[src/rtl/ipv6tap_pkg.sv]
// Package for the IPv6 text address parser: widths, character codes, hex decode.
`default_nettype none
package ipv6tap_pkg;

  localparam int unsigned CharW    = 8;
  localparam int unsigned GroupW   = 16;
  localparam int unsigned NumGroups = 8;
  localparam int unsigned CountW   = 4;
  localparam int unsigned IdxW     = 3;
  localparam int unsigned HalfW    = 64;

  localparam logic [CharW-1:0] CharColon = 8'h3A;
  localparam logic [CharW-1:0] CharZero  = 8'h30;
  localparam logic [CharW-1:0] CharNine  = 8'h39;
  localparam logic [CharW-1:0] CharLowA  = 8'h61;
  localparam logic [CharW-1:0] CharLowF  = 8'h66;
  localparam logic [CharW-1:0] CaseBit   = 8'h20;

  typedef logic [GroupW-1:0] group_t;

  typedef struct packed {
    logic       valid;
    logic [3:0] value;
  } hex_t;

  function automatic hex_t hex_decode(input logic [CharW-1:0] c);
    hex_t                 h;
    logic [CharW-1:0]     l;
    logic [CharW-1:0]     diff;
    h    = '0;
    l    = c | CaseBit;
    diff = '0;
    if (c >= CharZero && c <= CharNine) begin
      diff    = c - CharZero;
      h.valid = 1'b1;
      h.value = diff[3:0];
    end else if (l >= CharLowA && l <= CharLowF) begin
      diff    = l - CharLowA + 8'd10;
      h.valid = 1'b1;
      h.value = diff[3:0];
    end
    return h;
  endfunction

endpackage
`default_nettype wire

[src/rtl/ipv6_text_address_parser.sv]
// Top level of the IPv6 text address parser.
//
// Input channel: one ASCII character per transfer (character_i) with is_last_i
// on the final character of an address. Characters go into an input register,
// then the group accumulation step updates the parser state.
// Output channel: one transfer per address, on its last character: ok_o and the
// 128-bit address as address_high_o / address_low_o (all zero when ok_o is 0).
// Throughput: one character per cycle while the input channel is not stalled.
// The result becomes valid once the last character has passed the input register
// and then the result register.
// When the receiver stalls, the result register holds; characters that are not
// last still proceed, and a last character waits in the input register until
// the result register frees, which then stalls the input channel.
// Reset clears the input and result valids and the parser state; after each
// result the parser state returns to its reset values.
`default_nettype none
module ipv6_text_address_parser (
  input  wire                                  clk_i,
  input  wire                                  rst_ni,
  input  wire                                  in_valid_i,
  output logic                                 in_stall_o,
  input  wire  [ipv6tap_pkg::CharW-1:0]        character_i,
  input  wire                                  is_last_i,
  output logic                                 out_valid_o,
  input  wire                                  out_stall_i,
  output logic                                 ok_o,
  output logic [ipv6tap_pkg::HalfW-1:0]        address_high_o,
  output logic [ipv6tap_pkg::HalfW-1:0]        address_low_o
);
  import ipv6tap_pkg::*;

  logic              vld_q;
  logic [CharW-1:0]  char_q;
  logic              last_q;

  group_t            store_q [NumGroups];
  group_t            store_d [NumGroups];
  logic [CountW-1:0] cnt_q, cnt_d;
  group_t            val_q, val_d;
  logic              dig_q, dig_d;
  logic              gap_q, gap_d;
  logic [CountW-1:0] gpos_q, gpos_d;
  logic              pcol_q, pcol_d;
  logic              err_q, err_d;

  group_t            fin_store [NumGroups];
  logic [CountW-1:0] fin_cnt;
  logic              fin_err;
  logic [CountW-1:0] tail;
  logic [HalfW-1:0]  hi_d, lo_d;

  logic              out_free;
  logic              adv;
  hex_t              hx;
  logic              is_colon;

  assign out_free   = !out_valid_o || !out_stall_i;
  assign adv        = vld_q && (!last_q || out_free);
  assign in_stall_o = vld_q && !adv;
  assign is_colon   = (char_q == CharColon);
  assign hx         = hex_decode(char_q);

  // per-character step
  always_comb begin
    cnt_d   = cnt_q;
    val_d   = val_q;
    dig_d   = dig_q;
    gap_d   = gap_q;
    gpos_d  = gpos_q;
    pcol_d  = pcol_q;
    err_d   = err_q;
    store_d = store_q;
    if (!err_q) begin
      if (is_colon) begin
        if (dig_q) begin
          if (cnt_q >= CountW'(NumGroups)) begin
            err_d = 1'b1;
          end else begin
            store_d[cnt_q[IdxW-1:0]] = val_q;
            cnt_d = cnt_q + 1'b1;
            val_d = '0;
            dig_d = 1'b0;
          end
        end else if (pcol_q) begin
          if (gap_q) begin
            err_d = 1'b1;
          end else begin
            gap_d  = 1'b1;
            gpos_d = cnt_q;
          end
        end
        pcol_d = 1'b1;
      end else if (!hx.valid) begin
        err_d = 1'b1;
      end else if (pcol_q && !gap_q && cnt_q == '0) begin
        err_d = 1'b1;
      end else if (val_q[GroupW-1:GroupW-4] != 4'd0) begin
        err_d = 1'b1;
      end else begin
        val_d  = {val_q[GroupW-5:0], hx.value};
        dig_d  = 1'b1;
        pcol_d = 1'b0;
      end
    end
  end

  // end-of-address checks and realignment around the gap
  always_comb begin
    fin_store = store_d;
    fin_cnt   = cnt_d;
    fin_err   = err_d;
    hi_d      = '0;
    lo_d      = '0;
    if (!err_d) begin
      if (dig_d) begin
        if (cnt_d >= CountW'(NumGroups)) begin
          fin_err = 1'b1;
        end else begin
          fin_store[cnt_d[IdxW-1:0]] = val_d;
          fin_cnt = cnt_d + 1'b1;
        end
      end else if (pcol_d && !(gap_d && gpos_d == cnt_d)) begin
        fin_err = 1'b1;
      end
    end
    if (!fin_err) begin
      if (gap_d ? (fin_cnt > CountW'(NumGroups - 1)) : (fin_cnt != CountW'(NumGroups))) begin
        fin_err = 1'b1;
      end
    end
    tail = fin_cnt - gpos_d;
    for (int p = 0; p < NumGroups; p++) begin
      group_t g;
      g = '0;
      if (!gap_d || (CountW'(p) < gpos_d)) begin
        g = fin_store[IdxW'(p)];
      end else if (({1'b0, CountW'(p)} + {1'b0, tail}) >= (CountW + 1)'(NumGroups)) begin
        g = fin_store[IdxW'(CountW'(p) + fin_cnt)];
      end
      if (p < NumGroups / 2) begin
        hi_d[HalfW-1-GroupW*p -: GroupW] = g;
      end else begin
        lo_d[HalfW-1-GroupW*(p-NumGroups/2) -: GroupW] = g;
      end
    end
  end

  always_ff @(posedge clk_i or negedge rst_ni) begin
    if (!rst_ni) begin
      vld_q <= 1'b0;
    end else if (!in_stall_o) begin
      vld_q <= in_valid_i;
    end
  end

  always_ff @(posedge clk_i) begin
    if (in_valid_i && !in_stall_o) begin
      char_q <= character_i;
      last_q <= is_last_i;
    end
  end

  always_ff @(posedge clk_i or negedge rst_ni) begin
    if (!rst_ni) begin
      cnt_q  <= '0;
      val_q  <= '0;
      dig_q  <= 1'b0;
      gap_q  <= 1'b0;
      gpos_q <= '0;
      pcol_q <= 1'b0;
      err_q  <= 1'b0;
    end else if (adv) begin
      if (last_q) begin
        cnt_q  <= '0;
        val_q  <= '0;
        dig_q  <= 1'b0;
        gap_q  <= 1'b0;
        gpos_q <= '0;
        pcol_q <= 1'b0;
        err_q  <= 1'b0;
      end else begin
        cnt_q  <= cnt_d;
        val_q  <= val_d;
        dig_q  <= dig_d;
        gap_q  <= gap_d;
        gpos_q <= gpos_d;
        pcol_q <= pcol_d;
        err_q  <= err_d;
      end
    end
  end

  always_ff @(posedge clk_i) begin
    if (adv && !last_q) begin
      store_q <= store_d;
    end
  end

  always_ff @(posedge clk_i or negedge rst_ni) begin
    if (!rst_ni) begin
      out_valid_o <= 1'b0;
    end else if (adv && last_q) begin
      out_valid_o <= 1'b1;
    end else if (!out_stall_i) begin
      out_valid_o <= 1'b0;
    end
  end

  always_ff @(posedge clk_i) begin
    if (adv && last_q) begin
      ok_o           <= !fin_err;
      address_high_o <= fin_err ? '0 : hi_d;
      address_low_o  <= fin_err ? '0 : lo_d;
    end
  end

  a_err_zero: assert property (@(posedge clk_i) disable iff (!rst_ni)
    out_valid_o && !ok_o |-> address_high_o == '0 && address_low_o == '0)
    else $error("error result carries a nonzero address");

  a_cnt_range: assert property (@(posedge clk_i) disable iff (!rst_ni)
    cnt_q <= CountW'(NumGroups))
    else $error("group count above eight");

  a_gap_pos: assert property (@(posedge clk_i) disable iff (!rst_ni)
    gap_q |-> gpos_q <= cnt_q)
    else $error("gap position beyond group count");

  a_clear_after: assert property (@(posedge clk_i) disable iff (!rst_ni)
    adv && last_q |=> cnt_q == '0 && !err_q && !gap_q && !dig_q && out_valid_o)
    else $error("state not cleared after final character");

endmodule
`default_nettype wire

[config.mk]
export PLATFORM = sky130hd
export DESIGN_NAME = ipv6_text_address_parser
export DESIGN_NICKNAME = d
export VERILOG_FILES = /design/src/rtl/ipv6tap_pkg.sv /design/src/rtl/ipv6_text_address_parser.sv
export SDC_FILE = /design/constraint.sdc
export NUM_CORES = 1
export LEC_CHECK = 0
export CORE_MARGIN = 1.5
export CORE_UTILIZATION = 35
export DETAILED_ROUTE_END_ITERATION = 10
export DONT_BUFFER_PORTS = 1
export GPL_ROUTABILITY_DRIVEN = 0
export SLEW_MARGIN = 5
export SYNTH_ARGS = -nofsm -noshare
export SYNTH_HDL_FRONTEND = slang
export SYNTH_SLANG_ARGS = --single-unit
export TNS_END_PERCENT = 50
[constraint.sdc]
create_clock -name clk_i -period 10.1 [get_ports clk_i]
set_input_delay 1.01 -clock clk_i [delete_from_list [all_inputs] [get_ports clk_i]]
set_output_delay 1.01 -clock clk_i [all_outputs]
set_load 0.03 [all_outputs]
==> run_results.csv <==
group,metric,value,unit
floorplan,die_w,242,µm
clock_network,clk_latency,580,ps
global_route,grt_overflow,0,
sta,relSlewSlack,0.0611,
floorplan,fp.dieH,242,µm
sta,setup_viol,0,
clock_network,htreeDepth,2,
global_route,antenna_found_initial,0,
global_route,grt_max_degree,83,
sta,worst_pin_slew,1390,ps
worst_hold_path,min_path_type,"in -> async",
worst_setup_path,path_buf_inv,7,
cells_and_area,drive_gt1_frac,0.166,
worst_setup_path,crit_top_cell,"buf_4",
worst_setup_path,rr_worst_depth,16,
yosys,yosys_warnings,0,
sta,fin_crit,6930,ps
global_route,grt_use_met1,0.312,
worst_setup_path,required,10490,ps
worst_setup_path,rrSetupSlack,3170,ps
sta,fin_worst_skew,44.7,ps
clock_network,post_cts_buffers,0,
detailed_routing,wl_per_cell,28.2,µm
detailed_routing,vias,17200,
yosys,synth_nets,1970,
yosys,ys_dominant_reg_cell,"edfxtp_1",
worst_setup_path,slowest_stage,"a2111oi_1",
detailed_routing,totalWireLength,74.8,mm
global_route,grt_busiest_layer,"met2",
worst_setup_path,cp-startpoint,"char_q[0]",
yosys,synth-seq-cells,296,
floorplan,pin_count,144,
sta,setup_tns,0,ps
power_and_ir_drop,power.density,143,nW/µm²
yosys,async_flop_share,0.101,
cells_and_area,final_common_cell,"edfxtp_1",
worst_setup_path,cp-start-kind,"register",
yosys,synth_seq_area_share,0.436,
clock_network,clock_sinks,296,
worst_setup_path,cpPeakStageDelay,790,ps
floorplan,std_cell_rows,87,
worst_setup_path,r2r_end,"address_high_o[47]",
cells_and_area,fin_nets,1895,
global_route,use_met3,0.0555,
detailed_routing,drtIter0Drc,2614,
clock_network,clk_pin_slew_worst_paths,60,ps
sta,fmax,0.144,GHz
cells_and_area,n_fill_cell,5440,
placement,hpwl,51.8,mm
worst_setup_path,r2r-start,"char_q[0]",
floorplan,core,56500,µm²
cells_and_area,syn2layout_area_growth,9.95,%
yosys,avgSynthCellArea,10.3,µm²
sta,maxSlewViolCount,0,
placement,port_buffers,0,
detailed_routing,vias_per_cell,6.49,
worst_setup_path,crit_chain,"inv_1 > ha_1 > nand3b_1 > nor2_1 > a2111oi_1 > xnor2_2 > buf_4 > inv_2 > buf_4 > ha_1 > buf_4 > clkinv_1 > buf_4 > nand2_1 > o22ai_1 > o32ai_1",
floorplan,start_util,0.355,
clock_network,cts_tree,"done",
global_route,grt_pass1_vias,16600,
global_route,grt_use_total,0.249,
worst_setup_path,arrival,7310,ps
cells_and_area,multi_input_comb_area,10500,µm²
worst_setup_path,critical_path_class,"reg -> reg",
worst_setup_path,crit_end,"address_high_o[47]",
clock_network,cts_resized,0,
sta,hold_viol_final,0,
job,cap_violations,0,
clock_network,cts_buffers,37,
global_route,grt_use_met2,0.398,
floorplan,dieArea,58700,µm²
worst_setup_path,cp.depth,16,
yosys,synthesis.area,20000,µm²
power_and_ir_drop,total_power,0.00315,W
detailed_routing,first_pass_iters,6,
worst_setup_path,crit_path_max_fanout,57,
cells_and_area,stdcell_count,2652,
clock_network,cts-root-buf,"clkbuf_16",
power_and_ir_drop,p_leak,7.82,nW
worst_setup_path,path_delay_family,"buffers and inverters",
cells_and_area,final_cell_mix,"edfxtp_1, nor2_1, mux2i_1",
clock_network,ctsLongestPathBuffers,3,
cells_and_area,seqCellArea,8740,µm²
yosys,synth.distinct_cells,91,
yosys,netlist_instances,1942,
yosys,synth_edf_count,266,
detailed_routing,antenna_left,0,
placement,place_inst,2584,
power_and_ir_drop,peakVddDrop,0.000112,V
clock_network,ctsHoldBuffers,0,
worst_setup_path,cp-end-kind,"register",
sta,rsz0062_at_grt,"false",
detailed_routing,drc_errors,0,
cells_and_area,diodes,0,
status,status,"finished, final reports clean",
global_route,grt_pass1_wl,111,mm
sta,fin_crit_sh,0.686,
-- final cells by class --
cell class	instances	area share
multi-input cells	1413	0.476
clock buffers	50	0.0471
inverters	78	0.0137
well taps	756	0.0429
repair buffers	41	0.0140
clock inverters	18	0.00909
flip-flops and latches	296	0.397
-- registers in the layout, summed over array words and instances, names as in the netlist, 4 cells and up --
name	cells
char_q	8
address_low_o	64
store_q	128
gpos_q	4
cnt_q	4
address_high_o	64
val_q	16
-- synth_stat cells (10+ instances only) --
cell	n	area, µm²
a211oi_1	30	225
a21o_1	14	105
a21oi_1	92	460
a22o_1	15	131
a31oi_1	13	81.3
a32oi_1	10	87.6
and2_1	15	93.8
and3_1	12	75.1
buf_1	13	48.8
buf_2	29	145
clkbuf_1	110	413
dfrtp_1	30	751
edfxtp_1	266	7990
ha_1	14	175
inv_1	74	278
mux2_2	127	1430
mux2i_1	179	1790
mux4_2	39	878
nand2_1	124	465
nand2b_1	11	68.8
nand3_1	39	195
nor2_1	238	893
nor3_1	25	125
o211ai_1	27	203
o21a_1	10	75.1
o21ai_0	113	566
o22ai_1	72	450
o311ai_0	15	131
o32ai_1	21	184
or2_2	14	87.6
xnor2_1	13	114
-- metrics by stage --
stage	setup WS [ps]	hold slack (ps)	utilization	instance area, µm²
floorplan	4650	491	-	20000
global placement	3700	516	0.368	20800
detailed placement	3370	525	0.368	20800
CTS	3370	127	0.390	22000
global route	2820	126	0.390	22000
finish	3170	146	0.390	22000
-- where the power goes --
part           switching, W  leakage, nW  internal (W)
clock              0.000573        0.610      0.000806
sequential        0.0000725         2.96       0.00139
combinational      0.000204         4.25      0.000101
total              0.000849         7.82       0.00230
-- metal layers --
layer  part of all wire  vias up
met2               0.46     1290
met3               0.10      301
met4              0.064        0
met5                  0        -
li1                   -     7254
met1               0.38     8354
-- worst reg2reg max path: stages (launching register included) --
cell and delay (ps):
edfxtp_1 460, inv_1 120, ha_1 220, nand3b_1 600, nor2_1 390, a2111oi_1 790
xnor2_2 180, buf_4 600, inv_2 330, buf_4 450, ha_1 410, buf_4 370
clkinv_1 400, buf_4 360, nand2_1 580, o22ai_1 190, o32ai_1 320
-- cells by family (layout without fill, tap and decap cells) --
kind of cell / Yosys count / in the layout / share of synthesized area
AO/OA/AOI/OAI: 513 / 513 / 0.173
adder cells (fa/ha/maj): 15 / 15 / 0.00974
multiplexers: 347 / 347 / 0.207
buffers and inverters: 233 / 187 / 0.0463
AND/OR/NAND/NOR: 520 / 520 / 0.119
XOR/XNOR: 18 / 18 / 0.00918
flip-flops: 296 / 296 / 0.436
-- how the worst min path moves through the flow --
| stage | start | end | slack [ps] | depth (start not counted) |
|---|---|---|---|---|
| 6_report | rst_ni | cnt_q[3] | 150 | 0 |
| 5_1_grt | rst_ni | cnt_q[3] | 130 | 0 |
| 4_1_cts | rst_ni | cnt_q[3] | 130 | 0 |
| 3_5_place_dp | gpos_q[0] | gpos_q[0] | 530 | 2 |
| 3_3_place_gp | gpos_q[0] | gpos_q[0] | 520 | 2 |
| 2_1_floorplan | gpos_q[0] | gpos_q[0] | 490 | 2 |
(Power assumes the default switching activity.)
